--- src/rtl/lsms_pkg.sv ---
package lsms_pkg;

    localparam logic [1:0] KIND_TRANSFER  = 2'd0;
    localparam logic [1:0] KIND_WRITEBACK = 2'd1;
    localparam logic [1:0] KIND_UNPRED    = 2'd2;
    localparam logic [1:0] KIND_RESERVED  = 2'd3;

    localparam logic [1:0] SRC_REG  = 2'd0;
    localparam logic [1:0] SRC_BASE = 2'd1;
    localparam logic [1:0] SRC_ZERO = 2'd2;

    localparam logic [1:0] OP_IA = 2'd1;
    localparam logic [1:0] OP_DB = 2'd2;

    localparam logic [3:0]  SP_IDX     = 4'd13;
    localparam logic [3:0]  PC_IDX     = 4'd15;
    localparam logic [31:0] WORD_BYTES = 32'd4;

    // Decoded instruction, handed from the front end to the sequencer.
    typedef struct packed {
        logic [1:0]  kind;      // KIND_TRANSFER for a sequence, else a status kind
        logic        is_load;
        logic        wback;
        logic [3:0]  rn;
        logic [15:0] regs;
        logic [3:0]  lowest;
        logic [31:0] addr;
        logic [31:0] new_base;
    } t_cmd;

endpackage

--- src/rtl/lsms_front.sv ---
module lsms_front (
    input  logic              i_valid,
    input  logic              i_full,
    input  logic [31:0]       i_instruction,
    input  logic [31:0]       i_base_value,
    input  logic              i_in_it_block,
    input  logic              i_last_in_it_block,
    output logic              o_stall,
    output logic              o_push,
    output lsms_pkg::t_cmd    o_cmd
);
    import lsms_pkg::*;

    logic [1:0]  op;
    logic        is_load, wbit, pbit, mbit, stackop, bad;
    logic [3:0]  rn;
    logic [15:0] regs;
    logic [4:0]  cnt;
    logic [3:0]  lowest;
    logic [31:0] span, base_dn, base_up, new_base;

    always_comb begin
        op      = i_instruction[24:23];
        is_load = i_instruction[20];
        wbit    = i_instruction[21];
        rn      = i_instruction[19:16];
        pbit    = i_instruction[15];
        mbit    = i_instruction[14];
        stackop = (rn == SP_IDX) && ((is_load && op == OP_IA) || (!is_load && op == OP_DB));

        regs = {is_load & pbit, mbit, 1'b0, i_instruction[12:0]};

        cnt = '0;
        for (int i = 0; i < 16; i++) begin
            cnt = cnt + {4'd0, regs[i]};
        end

        lowest = '0;
        for (int i = 15; i >= 0; i--) begin
            if (regs[i]) begin
                lowest = 4'(i);
            end
        end

        bad = (cnt < 5'd2)
            || (!stackop && rn == PC_IDX)
            || (is_load && pbit && mbit)
            || (is_load && pbit && i_in_it_block && !i_last_in_it_block);

        span    = {25'd0, cnt, 2'b00};
        base_dn = i_base_value - span;
        base_up = i_base_value + span;
        new_base = (op == OP_DB) ? base_dn : base_up;
        if (is_load && regs[rn]) begin
            new_base = '0;
        end

        o_cmd          = '0;
        o_cmd.is_load  = is_load;
        o_cmd.wback    = stackop | wbit;
        o_cmd.rn       = rn;
        o_cmd.regs     = regs;
        o_cmd.lowest   = lowest;
        o_cmd.addr     = (op == OP_DB) ? base_dn : i_base_value;
        o_cmd.new_base = new_base;
        if (op != OP_IA && op != OP_DB) begin
            o_cmd      = '0;
            o_cmd.kind = KIND_RESERVED;
        end else if (bad) begin
            o_cmd      = '0;
            o_cmd.kind = KIND_UNPRED;
        end else begin
            o_cmd.kind = KIND_TRANSFER;
        end
    end

    assign o_stall = i_full;
    assign o_push  = i_valid && !i_full;

endmodule

--- src/rtl/lsms_queue.sv ---
module lsms_queue #(
    parameter int DEPTH = 2
) (
    input  logic              i_clk,
    input  logic              i_rst_n,
    input  logic              i_push,
    input  lsms_pkg::t_cmd    i_data,
    input  logic              i_pop,
    output logic              o_full,
    output logic              o_valid,
    output lsms_pkg::t_cmd    o_data
);
    import lsms_pkg::*;

    localparam int AW = (DEPTH > 1) ? $clog2(DEPTH) : 1;
    localparam int CW = $clog2(DEPTH + 1);
    localparam logic [AW-1:0] LAST_PTR = AW'(DEPTH - 1);
    localparam logic [CW-1:0] FULL_CNT = CW'(DEPTH);

    t_cmd          r_mem [DEPTH];
    logic [AW-1:0] r_wr_ptr, r_rd_ptr;
    logic [CW-1:0] r_count;

    always_ff @(posedge i_clk) begin
        if (i_push) begin
            r_mem[r_wr_ptr] <= i_data;
        end
    end

    always_ff @(posedge i_clk) begin
        if (!i_rst_n) begin
            r_wr_ptr <= '0;
            r_rd_ptr <= '0;
            r_count  <= '0;
        end else begin
            if (i_push) begin
                r_wr_ptr <= (r_wr_ptr == LAST_PTR) ? '0 : r_wr_ptr + 1'b1;
            end
            if (i_pop) begin
                r_rd_ptr <= (r_rd_ptr == LAST_PTR) ? '0 : r_rd_ptr + 1'b1;
            end
            if (i_push && !i_pop) begin
                r_count <= r_count + 1'b1;
            end else if (i_pop && !i_push) begin
                r_count <= r_count - 1'b1;
            end
        end
    end

    assign o_full  = (r_count == FULL_CNT);
    assign o_valid = (r_count != '0);
    assign o_data  = r_mem[r_rd_ptr];

endmodule

--- src/rtl/lsms_back.sv ---
module lsms_back (
    input  logic              i_clk,
    input  logic              i_rst_n,
    input  logic              i_head_valid,
    input  lsms_pkg::t_cmd    i_head,
    output logic              o_pop,
    output logic              o_out_valid,
    input  logic              i_out_stall,
    output logic [1:0]        o_kind,
    output logic              o_is_store,
    output logic [31:0]       o_address,
    output logic [3:0]        o_reg_index,
    output logic [1:0]        o_store_source,
    output logic              o_load_discarded,
    output logic [31:0]       o_writeback_value,
    output logic              o_last
);
    import lsms_pkg::*;

    logic        r_active, r_wb_pend;
    t_cmd        r_cur;
    logic        r_out_valid, r_is_store, r_load_discarded, r_last;
    logic [1:0]  r_kind, r_store_source;
    logic [31:0] r_address, r_writeback_value;
    logic [3:0]  r_reg_index;

    t_cmd        v, n_cur;
    logic        wb_pend, have, adv, n_wb_pend, n_is_store, n_load_discarded, n_last;
    logic [1:0]  n_kind, n_store_source;
    logic [31:0] n_address, n_writeback_value;
    logic [3:0]  n_reg_index, pick;
    logic [15:0] rem_next;

    always_comb begin
        v       = r_active ? r_cur : i_head;
        wb_pend = r_active ? r_wb_pend : i_head.wback;
        have    = r_active || i_head_valid;
        adv     = have && (!r_out_valid || !i_out_stall);

        pick = '0;
        for (int i = 15; i >= 0; i--) begin
            if (v.regs[i]) begin
                pick = 4'(i);
            end
        end
        rem_next       = v.regs;
        rem_next[pick] = 1'b0;

        n_cur             = v;
        n_wb_pend         = 1'b0;
        n_kind            = v.kind;
        n_is_store        = 1'b0;
        n_address         = '0;
        n_reg_index       = '0;
        n_store_source    = SRC_REG;
        n_load_discarded  = 1'b0;
        n_writeback_value = '0;
        n_last            = 1'b1;

        if (v.kind != KIND_TRANSFER) begin
            // status result: all payload zero, single beat
        end else if (wb_pend) begin
            n_kind            = KIND_WRITEBACK;
            n_is_store        = !v.is_load;
            n_reg_index       = v.rn;
            n_writeback_value = v.new_base;
            n_last            = (v.regs == '0);
        end else begin
            n_kind      = KIND_TRANSFER;
            n_is_store  = !v.is_load;
            n_address   = v.addr;
            n_reg_index = pick;
            if (v.wback && pick == v.rn) begin
                if (v.is_load) begin
                    n_load_discarded = 1'b1;
                end else begin
                    n_store_source = (pick == v.lowest) ? SRC_BASE : SRC_ZERO;
                end
            end
            n_last     = (rem_next == '0);
            n_cur.regs = rem_next;
            n_cur.addr = v.addr + WORD_BYTES;
        end
    end

    assign o_pop = adv && !r_active;

    always_ff @(posedge i_clk) begin
        if (!i_rst_n) begin
            r_active    <= 1'b0;
            r_out_valid <= 1'b0;
        end else begin
            if (adv) begin
                r_out_valid       <= 1'b1;
                r_active          <= !n_last;
                r_cur             <= n_cur;
                r_wb_pend         <= n_wb_pend;
                r_kind            <= n_kind;
                r_is_store        <= n_is_store;
                r_address         <= n_address;
                r_reg_index       <= n_reg_index;
                r_store_source    <= n_store_source;
                r_load_discarded  <= n_load_discarded;
                r_writeback_value <= n_writeback_value;
                r_last            <= n_last;
            end else if (!i_out_stall) begin
                r_out_valid <= 1'b0;
            end
        end
    end

    assign o_out_valid       = r_out_valid;
    assign o_kind            = r_kind;
    assign o_is_store        = r_is_store;
    assign o_address         = r_address;
    assign o_reg_index       = r_reg_index;
    assign o_store_source    = r_store_source;
    assign o_load_discarded  = r_load_discarded;
    assign o_writeback_value = r_writeback_value;
    assign o_last            = r_last;

endmodule

--- src/rtl/load_store_multiple_sequencer_top.sv ---
// Channel | Direction | Handshake               | Beat payload
// in      | input     | i_in_valid / o_in_stall | instruction, base value, IT-block flags
// out     | output    | o_out_valid/i_out_stall | one writeback, transfer or status result
//
// Throughput: one result beat per cycle while i_out_stall is low; a status result is
//   a single beat, a sequence one transfer beat per listed register, preceded by a
//   writeback beat when writeback is on: a legal list holds at most 14 registers
//   (r13 never, PC only on loads and never together with LR).
// Reset: synchronous, active low; clears the decode queue and the output valid flag.
// Stalls: the front end stalls only when the decode queue is full; the sequencer
//   holds a valid output beat while i_out_stall is high.
module load_store_multiple_sequencer_top #(
    parameter int QUEUE_DEPTH = 2   // decoded instructions buffered, at least 2
) (
    input  logic        i_clk,
    input  logic        i_rst_n,
    input  logic        i_in_valid,
    output logic        o_in_stall,
    input  logic [31:0] i_instruction,
    input  logic [31:0] i_base_value,
    input  logic        i_in_it_block,
    input  logic        i_last_in_it_block,
    output logic        o_out_valid,
    input  logic        i_out_stall,
    output logic [1:0]  o_kind,
    output logic        o_is_store,
    output logic [31:0] o_address,
    output logic [3:0]  o_reg_index,
    output logic [1:0]  o_store_source,
    output logic        o_load_discarded,
    output logic [31:0] o_writeback_value,
    output logic        o_last
);
    import lsms_pkg::*;

    t_cmd push_cmd, head_cmd;
    logic push, pop, full, head_valid;

    // Front end: decode the form, the register list, the unpredictable cases,
    // the start address and the new base in a single combinational pass.
    lsms_front u_front (
        .i_valid            (i_in_valid),
        .i_full             (full),
        .i_instruction      (i_instruction),
        .i_base_value       (i_base_value),
        .i_in_it_block      (i_in_it_block),
        .i_last_in_it_block (i_last_in_it_block),
        .o_stall            (o_in_stall),
        .o_push             (push),
        .o_cmd              (push_cmd)
    );

    // Short decode queue: lets the front take the next instruction while the
    // back end is still walking through a long register list.
    lsms_queue #(
        .DEPTH (QUEUE_DEPTH)
    ) u_queue (
        .i_clk   (i_clk),
        .i_rst_n (i_rst_n),
        .i_push  (push),
        .i_data  (push_cmd),
        .i_pop   (pop),
        .o_full  (full),
        .o_valid (head_valid),
        .o_data  (head_cmd)
    );

    // Back end: any writeback beat first, then one transfer per set bit, lowest
    // register first; the first beat is taken straight from the queue head.
    lsms_back u_back (
        .i_clk             (i_clk),
        .i_rst_n           (i_rst_n),
        .i_head_valid      (head_valid),
        .i_head            (head_cmd),
        .o_pop             (pop),
        .o_out_valid       (o_out_valid),
        .i_out_stall       (i_out_stall),
        .o_kind            (o_kind),
        .o_is_store        (o_is_store),
        .o_address         (o_address),
        .o_reg_index       (o_reg_index),
        .o_store_source    (o_store_source),
        .o_load_discarded  (o_load_discarded),
        .o_writeback_value (o_writeback_value),
        .o_last            (o_last)
    );

endmodule

--- config.mk ---
export PLATFORM = sky130hd
export DESIGN_NAME = load_store_multiple_sequencer_top
export DESIGN_NICKNAME = d
export VERILOG_FILES = /design/src/rtl/lsms_pkg.sv /design/src/rtl/lsms_front.sv /design/src/rtl/lsms_queue.sv /design/src/rtl/lsms_back.sv /design/src/rtl/load_store_multiple_sequencer_top.sv
export SDC_FILE = /design/constraint.sdc
export NUM_CORES = 1
export LEC_CHECK = 0
export BUFFER_PORTS_ARGS = -buffer_cell sky130_fd_sc_hd__buf_2
export CAP_MARGIN = 10
export CORE_MARGIN = 2
export CORE_UTILIZATION = 28
export DETAILED_ROUTE_END_ITERATION = 16
export PLACE_DENSITY = 0.41
export SYNTH_ARGS = -nofsm -noshare
export SYNTH_HDL_FRONTEND = slang
export SYNTH_SLANG_ARGS = --single-unit
--- constraint.sdc ---
create_clock -name i_clk -period 10.1 [get_ports i_clk]
set_input_delay 1.01 -clock i_clk [delete_from_list [all_inputs] [get_ports i_clk]]
set_output_delay 1.01 -clock i_clk [all_outputs]
set_load 0.005 [all_outputs]
### Word-level counts from Yosys, hierarchy flattened

Memory sizes are Yosys's and may differ from the RTL's. A register that Yosys moved wholly into a read port is not among the register bits.
Index checks and enable logic that the tools add are counted.

* output and inout bits: 77
* memory bits (writable): 184
* register bits after elaboration: 173
* memories kept: 1
* logic and storage cells: 171
* input port bits: 70

* add/subtract/negate cells: 21
* bitwise operators: 6
* multiplexer cells: 64
* order comparisons: 4
* reduce and logical (&&, ||, !) cells: 44
* equal/unequal tests: 10

Memory list
* u_queue.r_mem: words 2, bits a word 92, rd ports 1, clocked after memory_dff 1, wr ports 1, RTL line lsms_queue.sv:20 `t_cmd r_mem [DEPTH];`

Operators with widths (number)
* 92-bit 2-to-1 mux: 2
* 32-bit 2-to-1 mux: 5
* 4-bit 2-to-1 mux: 32
* 90-bit 2-to-1 mux: 1
* 5-bit by 1-bit adder with 5-bit output: 13
* 32-bit by 3-bit adder with 32-bit output (second input constant): 1
* 32-bit by 7-bit adder with 32-bit output: 1
* 16-bit logical NOT: 2
* 16-bit 2-to-1 mux: 2
* 32-bit by 7-bit subtractor with 32-bit output: 1
* 1-bit logical AND: 17
* 16-bit AND: 1
* 16-bit NOT: 1
* 1-bit 2-to-1 mux: 15
* 1-bit logical NOT: 11
* 4-bit by 5-bit < comparator with 1-bit output (second input constant): 2
* 2-bit 2-to-1 mux: 5
* 4-bit == test: 2
* 4-bit == test (second input constant): 2
* 1-bit logical OR: 6
* 2-bit nonzero test: 3
* 5-bit by 2-bit < comparator with 1-bit output (second input constant): 1
* 1-bit binary-select mux with 4-bit select: 1
* 1-bit demux with 4-bit select: 1
* 16 further kinds: 21

### Longest topological paths before layout

Gate-level depths: netlist of run 1.

* depth after elaboration: 27
* depth in mapped cells: 23
* gate-level depth less buffers: 23

### Modules after synthesis

A second synthesis of run 1 with hierarchy kept.

* cell total of the unflattened synthesis: 1418
* area, all modules: 18306.3 um^2

By module, submodules not included
* lsms_back: area each 8519.4 um^2, times used 1, seq. area each 5054.8 um^2, cells each 672
* lsms_queue: area each 6885.4 um^2, times used 1, seq. area each 5625.4 um^2, cells each 308
* lsms_front: area each 2901.5 um^2, times used 1, seq. area each 0.0 um^2, cells each 438

### Least setup slack after synthesis of run 1

Ideal clock, no wire load.

* kind: input to register
* start: in i_instruction[0]
* end: mem u_queue.r_mem[0][27] (netlist name) (data pin)
* required time: 9841 ps
* library setup time: 259 ps
* buffers on the path: 0
* stages: 20
* path slack: 3633 ps
* data arrival time: 6207 ps
* path through: ha_1 inv_1 fa_1 fa_1 fa_1 fa_1 inv_1 ha_1 a21o_1 a21oi_1 xor2_1 inv_1 ha_1 a21boi_0 o21ai_0 a2111oi_1 nand3_1 o21ai_0 xnor2_1 nor2_1

RTL lines
* start, declared: RTL line load_store_multiple_sequencer_top.sv:19 `input logic [31:0] i_instruction,`
* end, declared: RTL line lsms_queue.sv:20

==> impl_results.md, run 1 <==
- Final HPWL from detailed placement: 30800 um
- Layout cell share with drive strength beyond 1: 16.98%
- Area of the die: 63220 sq um
- Synth Instances: 1374
- Number of filler instances in the final layout: 5993
- Worst path required time: 10.38 ns
- Hold Crit Class: reg -> reg
- Starting utilization of the core area: 28.35%
- Initial antenna violation count: 14
- Count of buffer and inverter cells on the critical path: 4
- TritonCTS clock tree: yes
- Gr usage total: 14.30%
- # hold bufs at CTS: 0
- Worst endpoint data arrival time: 6.88 ns
- Mapped Nets: 1475
- Post-synthesis instance area: 17140 sq um
- Final hold violations: 0
- Quantity of gates resized following cts: 0
- Clock network latency to the later pin of the worst-skew pair: 0.57 ns
- Std-Cell Core Area: 60470 sq um
- # DRC: 0
- Most frequent CP cell: sky130_fd_sc_hd__fa_1
- Fin. max-slew vios: 0
- Number of buffers on the longest clock path: 3
- Critical path startpoint category: input port
- Biggest fanout along the worst timing path: 6
- Number of primary I/O pins: 147
- Critical path's largest stage delay: 0.61 ns
- Setup repair after global routing missed its margin: false
- Vias per Instance: 4.695
- Starting DRC count in detailed routing: 755
- Final setup violation count: 0
- CP max stage cell: sky130_fd_sc_hd__fa_1
- Peak clock frequency supported by timing: 151.5 MHz
- Number of global-route vias before repair: 11040
- Count of H-tree levels built during CTS: 2
- Least-Margin Pin Slew: 0.9314 ns
- CTS clock-pin slew for the worst setup and hold paths: 0.05 ns
- Die Y-Extent: 251.4 um
- Min cycle time layout: 6.599 ns
- Count of flip-flops with a built-in enable after synthesis: 349
- Portion of the clock cycle consumed by the worst path in the final layout: 65.34%
- Clk root buf: sky130_fd_sc_hd__clkbuf_16
- CP Class: in -> reg
- Worst path cell trace: buf_2 > ha_1 > inv_1 > fa_1 > fa_1 > fa_1 > fa_1 > inv_1 > ha_1 > a21o_1 > a21oi_1 > xor2_1 > inv_1 > ha_1 > o21bai_1 > a21oi_1 > nor3b_1 > and2_1 > nor3b_1 > a31oi_1 > xor2_1 > nor2_1
- Flops & latches, synth: 356
- Overall power of the completed layout: 5789 uW
- Wire length per cell: 19.47 um
- Share of flip-flops with an asynchronous set or reset: 0%
- Static leakage: 0.006971 uW
- Number of nets with antenna violations after detailed routing: 0
- Horizontal die dimension: 251.4 um
- Nets: 1610
- Row count: 90
- Number of different library cells in the post-synthesis netlist: 73
- Maximum number of pins on one net before global-route repair: 85
- Area delta synth->final: 16.36%
- Final wirelength: 45230 um
- Global route overflow: 0
- Pwr Density: 290.2 nW/um^2
- Weighted congestion at the end of routability-driven global placement: 0.8146
- Crit path max-delay family: adder cells
- First-pass GRT wire length: 68820 um
- Number of setup buffers added after CTS: 0
- Number of buffers inserted during clock tree synthesis: 42
- Port Buf Inserts: 137
- Outcome: completed
- Clk sinks: 356
- Setup Skew: 0.02998 ns
- Predominant post-synthesis flop cell: sky130_fd_sc_hd__edfxtp_1
- Worst-case headroom to the max-slew limit: 37.91%
- Average cell area after synthesis: 12.48 sq um
- Kind of end point of the critical path: flip-flop
- Post-Route Setup TNS: 0 ns
- Sequential share of the synthesized area: 61.95%
- Via Count: 10910
- Maximum vdd ir drop: 0.1387 mV
- 1st-pass router iterations: 5
- Synth warnings: 0
- Maximum capacitance violations: 0
[cells in the final DEF, fill, tap and decap left out, types with 21 or more instances in the layout]
cell type                   netlist  layout
sky130_fd_sc_hd__o21ai_0         69      69
sky130_fd_sc_hd__and3_1          45      44
sky130_fd_sc_hd__clkbuf_16        0      43
sky130_fd_sc_hd__nor2_1         166     163
sky130_fd_sc_hd__nand2_1        104     104
sky130_fd_sc_hd__xnor2_1         45      45
sky130_fd_sc_hd__nor3_1          21      21
sky130_fd_sc_hd__mux2i_1         92      92
sky130_fd_sc_hd__a21oi_1         65      65
sky130_fd_sc_hd__buf_2           16     137
sky130_fd_sc_hd__inv_1           45      45
sky130_fd_sc_hd__xor2_1          51      51
sky130_fd_sc_hd__and2_1          23      23
sky130_fd_sc_hd__edfxtp_1       349     349
[stage by stage]
step                      std cells  hold WS [ns]  setup slack [ns]  cell area (sq um)  util (%)
final                          2323        0.5362             3.501              19950     32.99
after global routing           2322        0.5843             3.115              19950     32.99
after CTS                      2319        0.5353             3.494              19940     32.97
after detailed placement       2247        0.5210             2.916              18660     30.86
after global placement         2247        0.5275             3.009              18660     30.86
after floorplan                1374        0.4801             3.633              17140         -
[state kept, by name, summed over array words and instances, names as in the netlist, 2 cells and up, named ones only]
register,count
u_back.o_address,32
u_queue.r_mem,182
u_back.r_cur,92
u_back.o_writeback_value,32
u_back.o_reg_index,4
u_back.o_store_source,2
u_queue.r_count,2
u_back.o_kind,2
[path summary, 6_finish.rpt]
check	slack, ns	endpoint	cells past startpoint	startpoint
worst max register to register	5.13	u_back.r_cur[55]	10	flip-flop
worst min-delay path	0.54	u_back.r_active	2	u_back.o_out_valid
worst max-delay path	3.50	u_queue.r_mem[1][22]	22	i_instruction[0]
worst min register to register	0.54	u_back.r_active	2	u_back.o_out_valid
[synthesized netlist by cell type, types with 4 or more instances]
cell type                  instances  area (sq um)
sky130_fd_sc_hd__buf_4             8         60.06
sky130_fd_sc_hd__a211oi_1          4         30.03
sky130_fd_sc_hd__and2_1           23         143.9
sky130_fd_sc_hd__and3_1           45         281.5
sky130_fd_sc_hd__buf_2            16         80.08
sky130_fd_sc_hd__edfxtp_1        349         10480
sky130_fd_sc_hd__clkbuf_1         27         101.4
sky130_fd_sc_hd__nand4_1           6         37.54
sky130_fd_sc_hd__nor2b_1          14         87.58
sky130_fd_sc_hd__nand2b_1         10         62.56
sky130_fd_sc_hd__nor4_1           16         100.1
sky130_fd_sc_hd__a21boi_0          4         30.03
sky130_fd_sc_hd__mux4_2            4         90.09
sky130_fd_sc_hd__nor3b_1           4         30.03
sky130_fd_sc_hd__o21ai_0          69         345.3
sky130_fd_sc_hd__a21o_1            7         52.55
sky130_fd_sc_hd__nor3_1           21         105.1
sky130_fd_sc_hd__or3_1             5         31.28
sky130_fd_sc_hd__o21ai_1           8         40.04
sky130_fd_sc_hd__mux2_2           18         202.7
sky130_fd_sc_hd__nor2_1          166         623.1
sky130_fd_sc_hd__xnor2_1          45         394.1
sky130_fd_sc_hd__ha_1             20         250.2
sky130_fd_sc_hd__inv_1            45         168.9
sky130_fd_sc_hd__nand3_1          12         60.06
sky130_fd_sc_hd__o21a_1           13         97.59
sky130_fd_sc_hd__dfxtp_1           7         140.1
sky130_fd_sc_hd__or2_2             4         25.02
sky130_fd_sc_hd__mux2i_1          92         920.9
sky130_fd_sc_hd__buf_1             9         33.78
sky130_fd_sc_hd__xor2_1           51         446.7
sky130_fd_sc_hd__a31oi_1          14         87.58
sky130_fd_sc_hd__nand3b_1          5         37.54
sky130_fd_sc_hd__fa_1             11         220.2
sky130_fd_sc_hd__nand2_1         104         390.4
sky130_fd_sc_hd__a21oi_1          65         325.3
[cell type report]
type / instances / area (sq um) / area share (%)
clock buffer: 54 / 1117 / 5.601
tap: 782 / 978.4 / 4.905
multi-input combinational: 909 / 6072 / 30.44
sequential: 356 / 10630 / 53.27
timing repair buffer: 154 / 813.3 / 4.077
antenna: 4 / 10.01 / 0.05018
clock inverter: 18 / 157.7 / 0.7903
inverter: 46 / 172.7 / 0.8655
[worst reg2reg max path: stages (launching register included)]
cell and delay [ns]:
sky130_fd_sc_hd__dfxtp_4 0.89, sky130_fd_sc_hd__buf_4 0.87, sky130_fd_sc_hd__mux2i_1 0.28, sky130_fd_sc_hd__o21ai_0 0.24, sky130_fd_sc_hd__or3_2 0.56, sky130_fd_sc_hd__buf_4 0.29, sky130_fd_sc_hd__nor4b_4 0.59, sky130_fd_sc_hd__and3_1 0.29
sky130_fd_sc_hd__nand2_1 0.14, sky130_fd_sc_hd__or4_1 0.44, sky130_fd_sc_hd__xor2_1 0.15
[kinds of logic after synthesis]
group | Yosys count | synth area share, %
compound gates | 209 | 7.247
mux | 116 | 7.225
fa+ha+maj | 31 | 2.744
simple gates | 457 | 13.12
buf+inv | 109 | 2.810
flops | 356 | 61.95
xor+xnor | 96 | 4.904
[metal layers]
| layer | part of all wire [%] | wire, um | global-route usage, % | vias up |
|---|---|---|---|---|
| li1 | - | - | - | 5304 |
| met1 | 51 | 22900 | 20.92 | 5325 |
| met2 | 43 | 19250 | 21.11 | 200 |
| met3 | 4.1 | 1864 | 2.765 | 68 |
| met4 | 2.5 | 1149 | 4.847 | 10 |
| met5 | 0.14 | 64 | 0 | - |
[power breakdown]
group	internal, uW	switching, uW	leakage (uW)
Sequential	2180	138	0.00338
Combinational	683	1360	0.00297
Clock	833	597	0.000623
Total	3700	2090	0.00697
Power figures use the tool's default switching activity.
==> run 2: changes to the inputs <==
- clock period: 10.1 -> 6.4 ns (I/O delays scaled with it)
==> impl_results.md, run 2 (synthesis results as in run 1) <==
- First-pass GRT wire length: 68880 um (about the same)
- Kind of end point of the critical path: flip-flop
- Least-Margin Pin Slew: 0.9239 ns (-0.007485 ns)
- Static leakage: 0.007133 uW (+2.3%)
- Vias per Instance: 4.719 (+0.50%)
- Area delta synth->final: 18.17%
- Final hold violations: 0 (unchanged)
- Clk sinks: 356 (unchanged)
- Number of nets with antenna violations after detailed routing: 0 (unchanged)
- Worst path required time: 6.71 ns (-3.67 ns)
- Final wirelength: 45440 um (+0.47%)
- Final worst setup slack: 0.6840 ns (-2.817 ns)
- Sequential share of power: 38.5% (-1.6 points)
- Layout cell share with drive strength beyond 1: 18.24% (+1.3 points)
- Initial antenna violation count: 15 (+1)
- Count of H-tree levels built during CTS: 2 (unchanged)
- Net switching component of the power: 3324 uW (+59%)
- Worst-case headroom to the max-slew limit: 38.41% (+0.50 points)
- Worst slack after detailed placement: 0.05370 ns (-2.862 ns)
- R2R cell count: 10 (unchanged)
- Nets: 1626 (+0.99%)
- Maximum number of pins on one net before global-route repair: 69 (-19%)
- Gr usage total: 14.28% (-0.019 points)
- Overall power of the completed layout: 9434 uW (+63%)
- Setup Skew: 0.02918 ns (-0.0008022 ns)
- Number of setup buffers added after CTS: 0 (unchanged)
- Std-Cell Core Area: 60470 sq um (unchanged)
- Number of buffers inserted during clock tree synthesis: 42 (unchanged)
- Max FFs per register: 182 (unchanged)
- # DRC: 0 (unchanged)
- Combinational cell fraction of total power: 35.0% (-0.3 points)
- Worst-case register-to-register setup slack: 2.17 ns (-2.96 ns)
- Hold Crit Class: in -> reg
- Maximum vdd ir drop: 0.1996 mV (+44%)
- Capturing instance or port of the critical path: u_queue.r_mem[1][28]
- Pwr Density: 465.7 nW/um^2 (+60%)
- Maximum capacitance violations: 0 (unchanged)
- Starting DRC count in detailed routing: 733 (-2.9%)
- Leading cell type in the layout, fill and taps excluded: sky130_fd_sc_hd__edfxtp_1
- Final setup violation count: 0 (unchanged)
- Terminus of the critical flop-to-flop path: u_back.o_last
- CP Class: in -> reg
- Number of primary I/O pins: 147 (unchanged)
- Worst endpoint data arrival time: 6.03 ns (-0.85 ns)
- Starting utilization of the core area: 28.35% (unchanged)
- Weighted congestion at the end of routability-driven global placement: 0.8676 (+6.5%)
- Biggest fanout along the worst timing path: 4 (-2)
- Global route overflow: 0 (unchanged)
- Min cycle time layout: 5.716 ns
- Peak clock frequency supported by timing: 174.9 MHz
- Port Buf Inserts: 137 (unchanged)
- Design internal power: 6111 uW (+65%)
- Final HPWL from detailed placement: 31350 um (+1.8%)
- Critical path origin: i_instruction[0]
- Die Y-Extent: 251.4 um (unchanged)
- Wire length per cell: 19.37 um (-0.52%)
- Share of total power in the clock network: 26.6% (+1.9 points)
- Top flop regs: u_queue.r_mem: 182 flops, u_back.r_cur: 92 flops
- Reg with most FFs: u_queue.r_mem
- Setup repair after global routing missed its margin: false
- Worst hold-check slack: 0.4125 ns (-0.1237 ns)
- Clk root buf: sky130_fd_sc_hd__clkbuf_16
- Commonest non-fill, non-tap cells in the layout: sky130_fd_sc_hd__edfxtp_1 (349), sky130_fd_sc_hd__nor2_1 (163), sky130_fd_sc_hd__buf_2 (137)
- 1st-pass router iterations: 5 (unchanged)
- Row count: 90 (unchanged)
- Portion of the clock cycle consumed by the worst path in the final layout: 89.31%
- Number of buffers on the longest clock path: 3 (unchanged)
- # hold bufs at CTS: 0 (unchanged)
- Horizontal die dimension: 251.4 um (unchanged)
- Quantity of gates resized following cts: 0 (unchanged)
- TritonCTS clock tree: yes
- CTS clock-pin slew for the worst setup and hold paths: 0.06 ns (about the same)
- Fin. max-slew vios: 0 (unchanged)
- Critical path startpoint category: input port
- Clock network latency to the later pin of the worst-skew pair: 0.57 ns (about the same)
- Number of global-route vias before repair: 11060 (+0.14%)
- Number of filler instances in the final layout: 5997 (+0.067%)
- Area of the die: 63220 sq um (unchanged)
- Via Count: 11070 (+1.5%)
- Outcome: completed
- Fraction of power spent switching nets: 35.23% (-0.92 points)
- Post-route core utilization: 33.50% (+0.51 points)
- Critical hold path startpoint: i_rst_n
- Post-Route Setup TNS: 0 ns (unchanged)
==> run 2: cell count changes in the layout (fill, tap and decap cells not counted) <==
| cell | delta |
|---|---|
| sky130_fd_sc_hd__buf_4 | +14 |
| sky130_fd_sc_hd__bufinv_16 | +6 |
| sky130_fd_sc_hd__clkbuf_1 | -5 |
| sky130_fd_sc_hd__diode_2 | +3 |
| sky130_fd_sc_hd__buf_12 | +2 |
| sky130_fd_sc_hd__clkinv_1 | +2 |
| sky130_fd_sc_hd__clkbuf_16 | -1 |
| sky130_fd_sc_hd__clkinv_8 | +1 |
| sky130_fd_sc_hd__clkinvlp_4 | +1 |
| sky130_fd_sc_hd__inv_16 | -1 |
| sky130_fd_sc_hd__inv_6 | +1 |
==> run 2: layout make-up <==
cell class	instances	area [sq um]	area share, %
Antenna cell	7	17.52	0.08647
Clock buffer	48	1074	5.299
Clock inverter	28	357.8	1.766
Inverter	46	172.7	0.8523
Multi-Input combinational cell	909	6072	29.97
Sequential cell	356	10630	52.46
Tap cell	782	978.4	4.830
Timing Repair Buffer	170	958.4	4.731
==> run 2: how the worst min path moves through the flow <==
stage                                   to  slack [ns]  cells past startpoint
final                     u_queue.r_wr_ptr        0.41                      2
after global routing      u_queue.r_wr_ptr        0.40                      2
after floorplan            u_back.r_active        0.48                      2
after detailed placement   u_back.r_active        0.53                      2
after CTS                 u_queue.r_wr_ptr        0.38                      2
after global placement     u_back.r_active        0.53                      2
==> run 2: metrics by stage <==
stage	std cells	cell area [sq um]
after detailed placement	2263	18810
after global placement	2263	18810
after floorplan	1374	17140
after global routing	2345	20260
after CTS	2339	20240
final	2346	20260
==> run 2: per-layer routing <==
metal	up-vias	part of all wire (%)	track usage (%)
met4	14	2.2	5.816
met5	-	0.19	0
li1	5334	-	-
met1	5431	48	20.45
met2	223	43	20.74
met3	68	5.9	3.291
==> run 2: power by group through the flow <==
| stage | combinational (uW) | clock [uW] | sequential (uW) |
|---|---|---|---|
| 2_1_floorplan | 2220 | 0 | 3680 |
| 3_3_place_gp | 3330 | 0 | 3670 |
| 3_5_place_dp | 3340 | 0 | 3680 |
| 4_1_cts | 3360 | 2590 | 3640 |
| 5_1_grt | 3670 | 2670 | 3690 |
| 6_report | 3300 | 2510 | 3630 |
==> run 2: worst max-delay path: stages <==
cell and delay [ns]:
sky130_fd_sc_hd__buf_2 0.11, sky130_fd_sc_hd__ha_1 0.28, sky130_fd_sc_hd__inv_1 0.07, sky130_fd_sc_hd__fa_1 0.43, sky130_fd_sc_hd__fa_1 0.50, sky130_fd_sc_hd__fa_1 0.53, sky130_fd_sc_hd__fa_1 0.50, sky130_fd_sc_hd__inv_1 0.04
sky130_fd_sc_hd__ha_1 0.18, sky130_fd_sc_hd__inv_1 0.07, sky130_fd_sc_hd__fa_1 0.49, sky130_fd_sc_hd__fa_1 0.47, sky130_fd_sc_hd__nor2b_1 0.15, sky130_fd_sc_hd__o21bai_1 0.19, sky130_fd_sc_hd__a21oi_1 0.19, sky130_fd_sc_hd__or3_4 0.36
sky130_fd_sc_hd__or4_4 0.43, sky130_fd_sc_hd__a21bo_1 0.20, sky130_fd_sc_hd__xnor2_1 0.11, sky130_fd_sc_hd__nor2_1 0.06
